===== config.mk =====
export PLATFORM = sky130hd
export DESIGN_NAME = striped_file_to_object_mapper
export DESIGN_NICKNAME = d
export VERILOG_FILES = /design/src/hdl/sfom_pkg.sv /design/src/hdl/striped_file_to_object_mapper.sv /design/src/hdl/sfom_iter_unit.sv
export SDC_FILE = /design/constraint.sdc
export NUM_CORES = 2
export LEC_CHECK = 0
export BUFFER_PORTS_ARGS = -buffer_cell sky130_fd_sc_hd__buf_2
export CAP_MARGIN = 10
export CORE_MARGIN = 3
export CORE_UTILIZATION = 40
export DETAILED_ROUTE_END_ITERATION = 10
export HOLD_SLACK_MARGIN = 0.05
export SLEW_MARGIN = 20
export SYNTH_ARGS = -nofsm -noshare
export SYNTH_HDL_FRONTEND = slang
export SYNTH_SLANG_ARGS = --single-unit

===== constraint.sdc =====
create_clock -name i_clk -period 25.3 [get_ports i_clk]
set_input_delay 1.265 -clock i_clk [delete_from_list [all_inputs] [get_ports i_clk]]
set_output_delay 1.265 -clock i_clk [all_outputs]
set_load 0.02 [all_outputs]

===== src/hdl/sfom_pkg.sv =====
// ----------------------------------------------------------------------------
// sfom_pkg
// Shared types and constants of the striped file to object mapper: field
// widths, register indexes, status codes and the iterative unit's control.
// ----------------------------------------------------------------------------
package sfom_pkg;

    // Field widths
    localparam int REQ_OFF_W  = 48;              // request_offset
    localparam int LEN_W      = 32;              // request_length, piece fields
    localparam int SU_W       = 32;              // stripe_unit, object_bytes
    localparam int CNT_W      = 16;              // stripe_width_count
    localparam int OBJ_W      = 48;              // object_number
    localparam int ST_W       = 2;               // status

    // Running file position: request offset plus up to one full length
    localparam int CUR_W      = REQ_OFF_W + 1;

    // Piece limit per request
    localparam int MAX_PIECES = 64;
    localparam int PC_W       = (MAX_PIECES > 1) ? $clog2(MAX_PIECES) : 1;

    // Iterative unit step counts
    localparam int DIV_STEPS  = CUR_W;
    localparam int MUL_STEPS  = SU_W;
    localparam int STEP_W     = $clog2(DIV_STEPS + 1);

    // Stream payload widths (whole bytes)
    localparam int IN_TDATA_W  = ((REQ_OFF_W + LEN_W + 7) / 8) * 8;
    localparam int OUT_TDATA_W = ((OBJ_W + 3 * LEN_W + 7) / 8) * 8;

    // Configuration register indexes
    localparam int CFG_IDX_W = 2;
    localparam logic [CFG_IDX_W-1:0] CFG_STRIPE_UNIT  = 2'd0;
    localparam logic [CFG_IDX_W-1:0] CFG_STRIPE_COUNT = 2'd1;
    localparam logic [CFG_IDX_W-1:0] CFG_OBJECT_BYTES = 2'd2;

    // Register reset values
    localparam logic [SU_W-1:0]  RST_STRIPE_UNIT  = 32'd65536;
    localparam logic [CNT_W-1:0] RST_STRIPE_COUNT = 16'd1;
    localparam logic [SU_W-1:0]  RST_OBJECT_BYTES = 32'd4194304;

    // Piece status codes
    typedef enum logic [ST_W-1:0] {
        ST_OK    = 2'd0,
        ST_TRUNC = 2'd1,
        ST_BAD   = 2'd2
    } t_status;

    // Iterative unit operation
    typedef enum logic {
        OP_DIV = 1'b0,
        OP_MUL = 1'b1
    } t_op;

    typedef struct packed {
        logic start;
        t_op  op;
    } t_unit_req;

    typedef struct packed {
        logic busy;
        logic done;
    } t_unit_rsp;

endpackage


===== src/hdl/striped_file_to_object_mapper.sv =====
// ----------------------------------------------------------------------------
// striped_file_to_object_mapper
// Splits a file request at stripe-unit boundaries and maps each piece to an
// object number and object offset under a round-robin striped layout.
//
// Usage: write stripe_unit, stripe_width_count and object_bytes on the
// configuration port while the block is idle. A request transaction on the
// s_axis channel carries offset and length; the m_axis channel returns one
// transaction per piece in file order, tlast on the final one, tuser status.
// Sequencing: all arithmetic runs on one bit-serial divide/multiply unit. A
// request first divides object_bytes by stripe_unit; each piece then needs
// three divisions, two multiply-adds and an emit state, and the next piece
// starts only once the last one is moved to the output register. A bad
// layout skips the arithmetic and goes straight to the emit state.
// s_axis_tready is high only between requests. The last piece sits in an
// output register, so the next request may be taken while it waits. When
// the receiver stalls, the sequencer holds its next piece until the output
// register frees. Reset (synchronous, active low) drops any request in
// flight, clears the output valid and restores the register defaults.
// ----------------------------------------------------------------------------
module striped_file_to_object_mapper (
    input  logic                             i_clk,
    input  logic                             i_rst_n,
    // Configuration write port
    input  logic                             i_cfg_wr_en,
    input  logic [sfom_pkg::CFG_IDX_W-1:0]   i_cfg_index,
    input  logic [sfom_pkg::SU_W-1:0]        i_cfg_wdata,
    // Request stream
    input  logic                             s_axis_tvalid,
    output logic                             s_axis_tready,
    // tdata: request_offset[47:0], request_length[79:48]
    input  logic [sfom_pkg::IN_TDATA_W-1:0]  s_axis_tdata,
    // Piece stream
    output logic                             m_axis_tvalid,
    input  logic                             m_axis_tready,
    // tdata: object_number[47:0], object_offset[79:48],
    //        piece_length[111:80], buffer_offset[143:112]
    output logic [sfom_pkg::OUT_TDATA_W-1:0] m_axis_tdata,
    output logic                             m_axis_tlast,   // last_piece
    // tuser: status[1:0]
    output logic [sfom_pkg::ST_W-1:0]        m_axis_tuser
);

    typedef enum logic [7:0] {
        S_IDLE = 8'b0000_0001,
        S_PER  = 8'b0000_0010,
        S_BLK  = 8'b0000_0100,
        S_STR  = 8'b0000_1000,
        S_SET  = 8'b0001_0000,
        S_OBJ  = 8'b0010_0000,
        S_OFF  = 8'b0100_0000,
        S_EMIT = 8'b1000_0000
    } t_state;

    t_state                          r_state, n_state;
    logic                            r_start, n_start;
    logic [sfom_pkg::SU_W-1:0]       r_su, n_su;
    logic [sfom_pkg::CNT_W-1:0]      r_cnt, n_cnt;
    logic [sfom_pkg::SU_W-1:0]       r_ob, n_ob;

    logic [sfom_pkg::CUR_W-1:0]      r_cur, n_cur;
    logic [sfom_pkg::LEN_W-1:0]      r_left, n_left;
    logic [sfom_pkg::LEN_W-1:0]      r_buf, n_buf;
    logic [sfom_pkg::PC_W-1:0]       r_npc, n_npc;
    logic                            r_bad, n_bad;
    logic [sfom_pkg::SU_W-1:0]       r_per, n_per;
    logic [sfom_pkg::SU_W-1:0]       r_boff, n_boff;
    logic [sfom_pkg::SU_W-1:0]       r_room, n_room;
    logic [sfom_pkg::CNT_W-1:0]      r_pos, n_pos;
    logic [sfom_pkg::SU_W-1:0]       r_srem, n_srem;
    logic [sfom_pkg::OBJ_W-1:0]      r_objno, n_objno;
    logic [sfom_pkg::LEN_W-1:0]      r_objoff, n_objoff;
    logic [sfom_pkg::LEN_W-1:0]      r_plen, n_plen;

    logic                            r_ovalid, n_ovalid;
    logic [sfom_pkg::OBJ_W-1:0]      r_o_objno, n_o_objno;
    logic [sfom_pkg::LEN_W-1:0]      r_o_objoff, n_o_objoff;
    logic [sfom_pkg::LEN_W-1:0]      r_o_plen, n_o_plen;
    logic [sfom_pkg::LEN_W-1:0]      r_o_boff, n_o_boff;
    logic                            r_o_last, n_o_last;
    sfom_pkg::t_status               r_o_st, n_o_st;

    sfom_pkg::t_unit_req             u_req;
    sfom_pkg::t_unit_rsp             u_rsp;
    logic [sfom_pkg::CUR_W-1:0]      u_x, u_z;
    logic [sfom_pkg::SU_W-1:0]       u_y;
    logic [sfom_pkg::CUR_W-1:0]      u_quot, u_prod;
    logic [sfom_pkg::SU_W-1:0]       u_rem;

    logic                            in_acc;
    logic                            out_free;
    logic                            p_done, p_trunc, p_last;

    assign s_axis_tready = (r_state == S_IDLE);
    assign in_acc        = s_axis_tvalid && s_axis_tready;
    assign out_free      = !r_ovalid || m_axis_tready;

    // Piece end conditions
    assign p_done  = (r_left == r_plen);
    assign p_trunc = !p_done && (r_npc == sfom_pkg::PC_W'(sfom_pkg::MAX_PIECES - 1));
    assign p_last  = r_bad || p_done || p_trunc;

    // Operand selection for the shared unit
    always_comb begin
        u_req.start = r_start;
        u_req.op    = sfom_pkg::OP_DIV;
        u_x         = u_quot;
        u_y         = r_su;
        u_z         = '0;
        case (r_state)
            S_PER: begin
                u_x = {{(sfom_pkg::CUR_W-sfom_pkg::SU_W){1'b0}}, r_ob};
            end
            S_BLK: begin
                u_x = r_cur;
            end
            S_STR: begin
                u_y = {{(sfom_pkg::SU_W-sfom_pkg::CNT_W){1'b0}}, r_cnt};
            end
            S_SET: begin
                u_y = r_per;
            end
            S_OBJ: begin
                u_req.op = sfom_pkg::OP_MUL;
                u_y = {{(sfom_pkg::SU_W-sfom_pkg::CNT_W){1'b0}}, r_cnt};
                u_z = {{(sfom_pkg::CUR_W-sfom_pkg::CNT_W){1'b0}}, r_pos};
            end
            S_OFF: begin
                u_req.op = sfom_pkg::OP_MUL;
                u_x = {{(sfom_pkg::CUR_W-sfom_pkg::SU_W){1'b0}}, r_srem};
                u_z = {{(sfom_pkg::CUR_W-sfom_pkg::SU_W){1'b0}}, r_boff};
            end
            default: begin
                u_req.start = 1'b0;
            end
        endcase
    end

    sfom_iter_unit u_unit (
        .i_clk   (i_clk),
        .i_rst_n (i_rst_n),
        .i_req   (u_req),
        .i_x     (u_x),
        .i_y     (u_y),
        .i_z     (u_z),
        .o_rsp   (u_rsp),
        .o_quot  (u_quot),
        .o_rem   (u_rem),
        .o_prod  (u_prod)
    );

    // Sequencer, configuration and output register
    always_comb begin
        n_state    = r_state;
        n_start    = 1'b0;
        n_su       = r_su;
        n_cnt      = r_cnt;
        n_ob       = r_ob;
        n_cur      = r_cur;
        n_left     = r_left;
        n_buf      = r_buf;
        n_npc      = r_npc;
        n_bad      = r_bad;
        n_per      = r_per;
        n_boff     = r_boff;
        n_room     = r_room;
        n_pos      = r_pos;
        n_srem     = r_srem;
        n_objno    = r_objno;
        n_objoff   = r_objoff;
        n_plen     = r_plen;
        n_ovalid   = r_ovalid && !m_axis_tready;
        n_o_objno  = r_o_objno;
        n_o_objoff = r_o_objoff;
        n_o_plen   = r_o_plen;
        n_o_boff   = r_o_boff;
        n_o_last   = r_o_last;
        n_o_st     = r_o_st;

        // register writes
        if (i_cfg_wr_en) begin
            case (i_cfg_index)
                sfom_pkg::CFG_STRIPE_UNIT:  n_su  = i_cfg_wdata;
                sfom_pkg::CFG_STRIPE_COUNT: n_cnt = i_cfg_wdata[sfom_pkg::CNT_W-1:0];
                sfom_pkg::CFG_OBJECT_BYTES: n_ob  = i_cfg_wdata;
                default: ;
            endcase
        end

        case (r_state)
            S_IDLE: begin
                if (in_acc) begin
                    n_cur  = {1'b0, s_axis_tdata[sfom_pkg::REQ_OFF_W-1:0]};
                    n_left = s_axis_tdata[sfom_pkg::REQ_OFF_W +: sfom_pkg::LEN_W];
                    n_buf  = '0;
                    n_npc  = '0;
                    n_bad  = (r_su == '0) || (r_cnt == '0) || (r_ob < r_su);
                    if (n_bad) begin
                        n_state = S_EMIT;
                    end else begin
                        n_state = S_PER;
                        n_start = 1'b1;
                    end
                end
            end
            S_PER: begin
                if (u_rsp.done) begin
                    n_per   = u_quot[sfom_pkg::SU_W-1:0];
                    n_state = S_BLK;
                    n_start = 1'b1;
                end
            end
            S_BLK: begin
                if (u_rsp.done) begin
                    n_boff  = u_rem;
                    n_room  = r_su - u_rem;
                    n_state = S_STR;
                    n_start = 1'b1;
                end
            end
            S_STR: begin
                if (u_rsp.done) begin
                    n_pos   = u_rem[sfom_pkg::CNT_W-1:0];
                    n_state = S_SET;
                    n_start = 1'b1;
                end
            end
            S_SET: begin
                if (u_rsp.done) begin
                    n_srem  = u_rem;
                    n_state = S_OBJ;
                    n_start = 1'b1;
                end
            end
            S_OBJ: begin
                if (u_rsp.done) begin
                    n_objno = u_prod[sfom_pkg::OBJ_W-1:0];
                    n_state = S_OFF;
                    n_start = 1'b1;
                end
            end
            S_OFF: begin
                if (u_rsp.done) begin
                    n_objoff = u_prod[sfom_pkg::LEN_W-1:0];
                    n_plen   = (r_left > r_room) ? r_room : r_left;
                    n_state  = S_EMIT;
                end
            end
            S_EMIT: begin
                if (out_free) begin
                    n_ovalid = 1'b1;
                    n_o_last = p_last;
                    if (r_bad) begin
                        n_o_objno  = '0;
                        n_o_objoff = '0;
                        n_o_plen   = '0;
                        n_o_boff   = '0;
                        n_o_st     = sfom_pkg::ST_BAD;
                    end else begin
                        n_o_objno  = r_objno;
                        n_o_objoff = r_objoff;
                        n_o_plen   = r_plen;
                        n_o_boff   = r_buf;
                        n_o_st     = p_trunc ? sfom_pkg::ST_TRUNC : sfom_pkg::ST_OK;
                    end
                    if (p_last) begin
                        n_state = S_IDLE;
                    end else begin
                        n_cur   = r_cur + {{(sfom_pkg::CUR_W-sfom_pkg::LEN_W){1'b0}}, r_plen};
                        n_left  = r_left - r_plen;
                        n_buf   = r_buf + r_plen;
                        n_npc   = r_npc + 1'b1;
                        n_state = S_BLK;
                        n_start = 1'b1;
                    end
                end
            end
            default: begin
                n_state = S_IDLE;
            end
        endcase
    end

    // Control registers
    always_ff @(posedge i_clk) begin
        if (!i_rst_n) begin
            r_state  <= S_IDLE;
            r_start  <= 1'b0;
            r_ovalid <= 1'b0;
            r_su     <= sfom_pkg::RST_STRIPE_UNIT;
            r_cnt    <= sfom_pkg::RST_STRIPE_COUNT;
            r_ob     <= sfom_pkg::RST_OBJECT_BYTES;
        end else begin
            r_state  <= n_state;
            r_start  <= n_start;
            r_ovalid <= n_ovalid;
            r_su     <= n_su;
            r_cnt    <= n_cnt;
            r_ob     <= n_ob;
        end
    end

    // Payload registers
    always_ff @(posedge i_clk) begin
        r_cur      <= n_cur;
        r_left     <= n_left;
        r_buf      <= n_buf;
        r_npc      <= n_npc;
        r_bad      <= n_bad;
        r_per      <= n_per;
        r_boff     <= n_boff;
        r_room     <= n_room;
        r_pos      <= n_pos;
        r_srem     <= n_srem;
        r_objno    <= n_objno;
        r_objoff   <= n_objoff;
        r_plen     <= n_plen;
        r_o_objno  <= n_o_objno;
        r_o_objoff <= n_o_objoff;
        r_o_plen   <= n_o_plen;
        r_o_boff   <= n_o_boff;
        r_o_last   <= n_o_last;
        r_o_st     <= n_o_st;
    end

    assign m_axis_tvalid = r_ovalid;
    assign m_axis_tdata  = {r_o_boff, r_o_plen, r_o_objoff, r_o_objno};
    assign m_axis_tlast  = r_o_last;
    assign m_axis_tuser  = r_o_st;

    // Checks
    a_start_idle_unit: assert property (@(posedge i_clk) disable iff (!i_rst_n)
        r_start |-> !u_rsp.busy)
        else $error("shared unit started while busy");

    a_done_in_compute: assert property (@(posedge i_clk) disable iff (!i_rst_n)
        u_rsp.done |-> (r_state != S_IDLE) && (r_state != S_EMIT))
        else $error("unit result arrived outside a compute state");

    a_one_request: assert property (@(posedge i_clk) disable iff (!i_rst_n)
        in_acc |=> !s_axis_tready)
        else $error("second request taken while one is in flight");

    a_status_last: assert property (@(posedge i_clk) disable iff (!i_rst_n)
        m_axis_tvalid && (r_o_st != sfom_pkg::ST_OK) |-> m_axis_tlast)
        else $error("error status on a piece that is not last");

    a_piece_len: assert property (@(posedge i_clk) disable iff (!i_rst_n)
        m_axis_tvalid && (r_o_st != sfom_pkg::ST_BAD) |-> (r_o_plen <= r_su))
        else $error("piece longer than one stripe unit");

endmodule


===== src/hdl/sfom_iter_unit.sv =====
// ----------------------------------------------------------------------------
// sfom_iter_unit
// Shared bit-serial arithmetic unit around one adder/subtractor.
// OP_DIV: restoring division x / y, one quotient bit per cycle.
// OP_MUL: shift-add x * y + z, one multiplier bit per cycle, mod 2^CUR_W.
// ----------------------------------------------------------------------------
module sfom_iter_unit (
    input  logic                      i_clk,
    input  logic                      i_rst_n,
    input  sfom_pkg::t_unit_req       i_req,
    input  logic [sfom_pkg::CUR_W-1:0] i_x,
    input  logic [sfom_pkg::SU_W-1:0]  i_y,
    input  logic [sfom_pkg::CUR_W-1:0] i_z,
    output sfom_pkg::t_unit_rsp       o_rsp,
    output logic [sfom_pkg::CUR_W-1:0] o_quot,
    output logic [sfom_pkg::SU_W-1:0]  o_rem,
    output logic [sfom_pkg::CUR_W-1:0] o_prod
);

    logic                          r_busy, n_busy;
    logic                          r_done, n_done;
    sfom_pkg::t_op                 r_op, n_op;
    logic [sfom_pkg::STEP_W-1:0]   r_step, n_step;
    logic [sfom_pkg::CUR_W-1:0]    r_acc, n_acc;
    logic [sfom_pkg::CUR_W-1:0]    r_q, n_q;
    logic [sfom_pkg::CUR_W-1:0]    r_b, n_b;
    logic [sfom_pkg::SU_W-1:0]     r_y, n_y;

    logic [sfom_pkg::CUR_W-1:0]    opa, opb;
    logic                          sub;
    logic [sfom_pkg::CUR_W:0]      sum;
    logic                          ge;

    // Shared adder: subtract for division, add for multiplication
    always_comb begin
        sub = (r_op == sfom_pkg::OP_DIV);
        if (sub) begin
            opa = {{(sfom_pkg::CUR_W-sfom_pkg::SU_W-1){1'b0}},
                   r_acc[sfom_pkg::SU_W-1:0], r_q[sfom_pkg::CUR_W-1]};
            opb = {{(sfom_pkg::CUR_W-sfom_pkg::SU_W){1'b0}}, r_y};
        end else begin
            opa = r_acc;
            opb = r_q[0] ? r_b : '0;
        end
        sum = {1'b0, opa} + {1'b0, (sub ? ~opb : opb)} +
              {{sfom_pkg::CUR_W{1'b0}}, sub};
        ge  = sum[sfom_pkg::CUR_W];
    end

    // Step sequencing and operand loading
    always_comb begin
        n_busy = r_busy;
        n_done = 1'b0;
        n_op   = r_op;
        n_step = r_step;
        n_acc  = r_acc;
        n_q    = r_q;
        n_b    = r_b;
        n_y    = r_y;
        if (i_req.start) begin
            n_busy = 1'b1;
            n_op   = i_req.op;
            n_y    = i_y;
            n_b    = i_x;
            if (i_req.op == sfom_pkg::OP_DIV) begin
                n_step = sfom_pkg::STEP_W'(sfom_pkg::DIV_STEPS);
                n_acc  = '0;
                n_q    = i_x;
            end else begin
                n_step = sfom_pkg::STEP_W'(sfom_pkg::MUL_STEPS);
                n_acc  = i_z;
                n_q    = {{(sfom_pkg::CUR_W-sfom_pkg::SU_W){1'b0}}, i_y};
            end
        end else if (r_busy) begin
            if (r_op == sfom_pkg::OP_DIV) begin
                n_acc = ge ? sum[sfom_pkg::CUR_W-1:0] : opa;
                n_q   = {r_q[sfom_pkg::CUR_W-2:0], ge};
            end else begin
                n_acc = sum[sfom_pkg::CUR_W-1:0];
                n_q   = r_q >> 1;
                n_b   = r_b << 1;
            end
            n_step = r_step - 1'b1;
            if (r_step == sfom_pkg::STEP_W'(1)) begin
                n_busy = 1'b0;
                n_done = 1'b1;
            end
        end
    end

    // Control registers
    always_ff @(posedge i_clk) begin
        if (!i_rst_n) begin
            r_busy <= 1'b0;
            r_done <= 1'b0;
        end else begin
            r_busy <= n_busy;
            r_done <= n_done;
        end
    end

    // Datapath registers
    always_ff @(posedge i_clk) begin
        r_op   <= n_op;
        r_step <= n_step;
        r_acc  <= n_acc;
        r_q    <= n_q;
        r_b    <= n_b;
        r_y    <= n_y;
    end

    assign o_rsp.busy = r_busy;
    assign o_rsp.done = r_done;
    assign o_quot     = r_q;
    assign o_rem      = r_acc[sfom_pkg::SU_W-1:0];
    assign o_prod     = r_acc;

endmodule


Word-level counts from Yosys, hierarchy flattened
Cells that the tools add are included.

Bits in registers: 801. Bits in latches: 0. Bits in writable memories: 0. Memory bits (read-only): 0. Input bits: 119. Output and inout port bits: 149. Logic and storage cells: 170. Memories kept: 0.

Add/subtract/negate cells: 8. $mul: 0. Divide/modulo/power cells: 0. Magnitude comparators: 2. Equal/unequal tests: 22. Shifts and indexed selects: 0. Muxes and demuxes: 65. Bitwise gates (word level): 4. Reduce and logical (&&, ||, !) cells: 36.

Operators by type and width (number): 49-bit 2-to-1 mux (18); 32-bit 2-to-1 mux (8); 32-bit one-hot mux with 2 select lines (4); 49-bit one-hot mux with 3 select lines (1); 49-bit one-hot mux with 2 select lines (1); 8-bit 2-to-1 mux (9); 8-bit one-hot mux with 8 select lines (1); 32-bit subtractor (2); 49-bit by 49-bit adder with 50-bit output (1); 50-bit by 1-bit adder with 50-bit output (1); 49-bit by 32-bit adder with 49-bit output (1); 49-bit NOT (1); 32-bit adder (1); 32-bit equality test (1); 32-bit > comparator (1); 32-bit logical NOT (1); 32-bit less-than comparator (1); 6-bit 2-to-1 mux (5); 2-bit AND reduction (12); 16-bit logical NOT (1); 1-bit 2-to-1 mux (14); 2-bit by 1-bit != test with 1-bit output (second input constant) (7); 6-bit one-hot mux with 2 select lines (1); 8-bit by 1-bit equality test with 1-bit output (second input constant) (1); 29 further kinds (43).

Depth between registers and ports, before layout
Word-level depth: 10. Gate-level depth with buffers: 21.

Modules after synthesis
From an unflattened synthesis, not the netlist that was laid out.

Cell total of the unflattened synthesis: 4107. Area, all modules: 44286.2 um^2.

By module, submodules not included: striped_file_to_object_mapper (instances 1, cells each 2851, area an instance 31619.1 um^2, sequential area each 17506.8 um^2); sfom_iter_unit (instances 1, cells each 1256, area an instance 12667.1 um^2, sequential area each 5625.4 um^2).

Worst setup path before layout
Ideal clock, no wire load.

Path type: reg2reg. Start: reg r_left[15] in the netlist's numbering. End: reg r_buf[0] in the netlist's numbering, enable pin. Data arrival time: 7.404 ns. Required time: 24.663 ns. Path slack: 17.259 ns. Cell stages (with the launch flop): 8. Buffers on the path: 0. Period minus slack after synthesis: 8.041 ns. Cells stage by stage: edfxtp_1 ha_1 and3_1 and3_1 a41oi_1 nor2b_1 nand2_1 a21oi_1.

Word-level cells in the longest chain between the ends: 6. Elaborated cells on any way between the ends: 7. Classes of those cells: eq/ne: 2; reduce/logical: 5.

Ends and longest elaborated chain: from (decl) (line striped_file_to_object_mapper.sv:62) `logic [sfom_pkg::LEN_W-1:0] r_left, n_left;`; from (signal assigned) (line striped_file_to_object_mapper.sv:306) `r_left <= n_left;`; 32-bit equality test * (line striped_file_to_object_mapper.sv:99) `assign p_done = (r_left == r_plen);`; 1-bit logical NOT (line striped_file_to_object_mapper.sv:100) `assign p_trunc = !p_done && (r_npc == sfom_pkg::PC_W'(sfom_pkg::MAX_PIECES - 1));`; 1-bit logical AND (line striped_file_to_object_mapper.sv:100); 1-bit logical OR * (line striped_file_to_object_mapper.sv:101) `assign p_last = r_bad || p_done || p_trunc;`; 2-bit != test (no source line) *; 4-bit AND reduction (no source line) *; to (signal assigned) (line striped_file_to_object_mapper.sv:307) `r_buf <= n_buf;`; to (decl) (line striped_file_to_object_mapper.sv:63) `logic [sfom_pkg::LEN_W-1:0] r_buf, n_buf;`.

Mark *: on every way between the ends. The rest lies on a longest branch, timed or not. A chain may end at the register's enable or synchronous reset.

Final worst setup path
Start: reg u_unit.r_op. End: reg u_unit.r_acc, in the netlist u_unit.o_prod[20] (data pin).

Word-level cells in the longest chain between the ends: 9. Elaborated cells on any way between the ends: 11. Classes of those cells: add/sub: 2; mux: 7; bitwise: 2.

Ends and longest elaborated chain: from (decl) (line sfom_iter_unit.sv:22) `sfom_pkg::t_op r_op, n_op;`; from (signal assigned) (line sfom_iter_unit.sv:104) `r_op <= n_op;`; 49-bit 2-to-1 mux (line sfom_iter_unit.sv:37) `if (sub) begin`; 49-bit NOT (line sfom_iter_unit.sv:45) `sum = {1'b0, opa} + {1'b0, (sub ? ~opb : opb)} +`; 49-bit 2-to-1 mux (line sfom_iter_unit.sv:45); 49-bit by 49-bit adder with 50-bit output (line sfom_iter_unit.sv:45); 50-bit by 1-bit adder with 50-bit output (line sfom_iter_unit.sv:45); 49-bit 2-to-1 mux (line sfom_iter_unit.sv:76) `n_acc = ge ? sum[sfom_pkg::CUR_W-1:0] : opa;`; 49-bit 2-to-1 mux * (line sfom_iter_unit.sv:75) `if (r_op == sfom_pkg::OP_DIV) begin`; 49-bit 2-to-1 mux * (line sfom_iter_unit.sv:74) `end else if (r_busy) begin`; 49-bit 2-to-1 mux * (line sfom_iter_unit.sv:60) `if (i_req.start) begin`; named net u_unit.n_acc (one bit) (line sfom_iter_unit.sv:24) `logic [sfom_pkg::CUR_W-1:0] r_acc, n_acc;`; to (signal assigned) (line sfom_iter_unit.sv:106) `r_acc <= n_acc;`; to (decl) (line sfom_iter_unit.sv:24).

The timed path passes the listed nets; every way through them passes the cells marked *. The select of a mux whose other input is x is not followed.

==> summary.txt <==
Distinct cells, synth: 87
M1 GR Usage: 32.0%
Die Span X: 334 um
Top post-synthesis cells by count: edfxtp_1, nand2_1, o21ai_0, ha_1, nor2_1
Tot GR Track Use: 23.3%
Setup clock skew after layout: 0.0360 ns
Total core area: 106,000 sq um
Worst skew pair latency: 0.67 ns
Max FO, Critical Path: 81
Top-count cell post-synth: edfxtp_1
Layout area overhead: 13.1%
Syn nets: 4,351
Initial Util: 40.6%
Max Transition Viols Final: 0
GPL Wtd Cong: 0.927
End-of-flow core utilization: 45.9%
Row count: 119
Sinks on Clock Net: 801
Layout cell share with drive strength beyond 1: 12.5%
Syn avg cell area: 10.8 sq um
Pwr per Cell Area: 75.7 nW/um^2
GR Layer Usage met3: 6.24%
Status: complete, no violations
Power share of the clock group: 35.9%
Logic pwr share: 19.1%
Cell taking the most area after synthesis: edfxtp_1
Cts hold-fix bufs: 0
EDFF count, synth: 709
Worst setup path end: u_unit.o_prod[20]$_DFFE_PP_
Grt ovf: 0
Cells after Synth: 3,988
Post-CTS sizing: 0
Flops & latches, synth: 801
Critical Path Start Type: register
RR Startpoint: u_unit.r_op$_DFFE_PP_
Post-DP HPWL: 98,400 um
Worst setup path category: register to register
Initial DRC Count: 3,432
DR WL/cell: 23.6 um
H-tree levels: 3
Total of max-cap violations: 0
Pleak: 18.4 nW
Via count: 31,900
IO Port Bufs: 267
VDD IR-drop max: 0.0440 mV
Final Net Count: 4,550
Clock tree buffer depth: 3
Critical Path End Type: register
ANT nets after route: 0
DR DRC count: 0
Setup TNS Final: 0 ns
DR vias/cell: 5.65
Top FF cell, synth: edfxtp_1
Sequential share of power: 45.0%
CTS Root Cell: clkbuf_16
Asr flop ratio synth: 0%
Largest net degree at the start of global routing: 116
M2 GR Usage: 35.5%
Synth top area cells: edfxtp_1, ha_1, nand2_1, dfxtp_1, o21ai_0
Syn. warnings: 0
Post-synthesis sequential area ratio: 53.9%
Max_slew headroom: 25.2%
Synth top area share: 49.6%
F_max: 176 MHz
TritonCTS clock tree: yes
Vias in the first global route: 30,500
Hold Crit Class: register to register
Reg2Reg Depth: 14
Req. time, crit path: 25.77 ns
Post-Syn Area: 43,000 sq um
RSZ-0062 raised after global routing: no
CP arrival: 6.17 ns
Clock transition at path regs: 0.06 ns
Cell-internal power: 2.61 mW
Num CTS Buffers: 87
Die span in y: 334 um
Final hold violation count: 0
Sw Ratio: 29.1%
# Post-CTS Setup Buffers: 0
Drt total wl: 133,000 um
Setup violations, final: 0
R2R Setup Slk: 19.60 ns
Critical R2R Capture: u_unit.o_prod[20]$_DFFE_PP_
Slew at the pin closest to its max-slew limit: 1.11 ns
Period minus WS final: 5.70 ns
Total die area: 111,000 sq um
Initial antenna violation count: 8
GRT busiest layer: met2
NetSw: 1.07 mW
Initial DRT Pass Iterations: 5
Origin of the worst setup path: u_unit.r_op$_DFFE_PP_
I/O Pins: 268
First-pass GRT wire length: 196,000 um
Period utilisation layout: 22.5%
[registers in the layout (all words and copies together) (netlist names), 48 cells and up]
name / count
r_cur: 49
u_unit.r_b: 49
r_objno: 48
r_o_objno: 48
u_unit.o_prod: 49
u_unit.o_quot: 49
[critical path, cell delays in order, from the launching register on]
cell,delay [ns]
edfxtp_1,0.32
buf_4,0.61
buf_4,0.75
mux2_2,0.44
ha_1,0.30
nand3_1,0.09
o22ai_2,0.20
a41oi_4,0.20
o31ai_4,0.41
a31o_4,0.26
a31oi_4,0.13
a31oi_4,0.31
buf_4,0.55
nand2_1,0.57
o221ai_1,0.34
[cell families after synthesis]
group | after synthesis | synth area share (%)
and+or+nand+nor | 1236 | 13.2
AOI/OAI and AO/OA | 1071 | 16.5
DFF | 801 | 53.9
buffers and inverters | 363 | 3.26
adders and majority gates | 244 | 7.20
xor gates and xnor gates | 180 | 3.67
muxes | 93 | 2.27
[per-stage QoR]
stage	instance area (sq um)	std cells	total power [mW]	setup WS, ns	hold slack, ns
6_report	48600	5650	3.68	19.60	0.442
5_1_grt	48600	5648	3.83	19.15	0.462
4_1_cts	48600	5648	3.70	19.53	0.445
3_5_place_dp	45700	5489	2.37	19.55	0.428
3_3_place_gp	45700	5488	2.37	19.62	0.428
2_1_floorplan	43000	3988	2.16	17.26	0.417
[layout by cell type, fill, tap and decap left out, types with 16 or more instances in the layout]
cell type	netlist	layout
o211ai_1	38	38
clkinv_2	0	16
a22o_1	19	19
a21oi_1	208	207
nor2_1	219	216
a21o_1	104	104
a211oi_1	29	29
xnor2_1	102	102
a22oi_1	44	44
a21boi_0	101	101
a31oi_1	16	16
ha_1	239	239
buf_4	1	41
mux2_2	32	32
inv_1	163	163
o21ai_1	39	39
mux2i_1	59	59
xor2_1	78	78
nand2b_1	33	32
buf_2	4	268
clkbuf_16	0	90
nor4_1	17	17
dfxtp_1	92	92
nand4_1	35	35
and3_1	26	26
nand2_1	571	569
nor2b_1	150	150
and2_1	36	31
edfxtp_1	709	709
o21bai_1	37	37
nor3_1	46	46
a222oi_1	32	32
clkbuf_1	178	20
nand3_1	56	56
o21ai_0	274	274
o21a_1	24	24
[routing by layer]
layer	share of wire [%]	vias up
li1	-	15000
met1	43	15500
met2	44	1198
met3	9.4	187
met4	3.2	6
met5	0.031	-
[power groups by stage]
stage          Clock, mW  Sequential (mW)  Combinational [mW]
6_report            1.32             1.66               0.701
5_1_grt             1.39             1.66               0.776
4_1_cts             1.35             1.65               0.699
3_5_place_dp           0             1.68               0.694
3_3_place_gp           0             1.68               0.689
2_1_floorplan          0             1.65               0.506
[cell type report]
cell class	count	area [sq um]
diodes	2	5.00
inverters	164	621
fillers	9872	57300
clock inverters	49	576
flip-flops and latches	801	23100
repair buffers	309	1650
multi-input cells	2824	18500
well taps	1391	1740
clock buffers	110	2330
[how the worst min path moves through the flow]
stage,endpoint,startpoint,cells after the start
after global routing,r_objno[37]$_DFFE_PP_,u_unit.o_prod[37]$_SDFFCE_PP0P_,0
after global placement,r_objno[38]$_DFFE_PP_,u_unit.o_prod[38]$_SDFFCE_PP0P_,0
final,r_objno[37]$_DFFE_PP_,u_unit.o_prod[37]$_SDFFCE_PP0P_,0
after floorplan,r_objno[47]$_DFFE_PP_,u_unit.o_prod[47]$_SDFFCE_PP0P_,0
after CTS,r_objno[37]$_DFFE_PP_,u_unit.o_prod[37]$_SDFFCE_PP0P_,0
after detailed placement,r_objno[37]$_DFFE_PP_,u_unit.o_prod[37]$_SDFFCE_PP0P_,0
No activity file was read; power rests on OpenSTA's default activity.
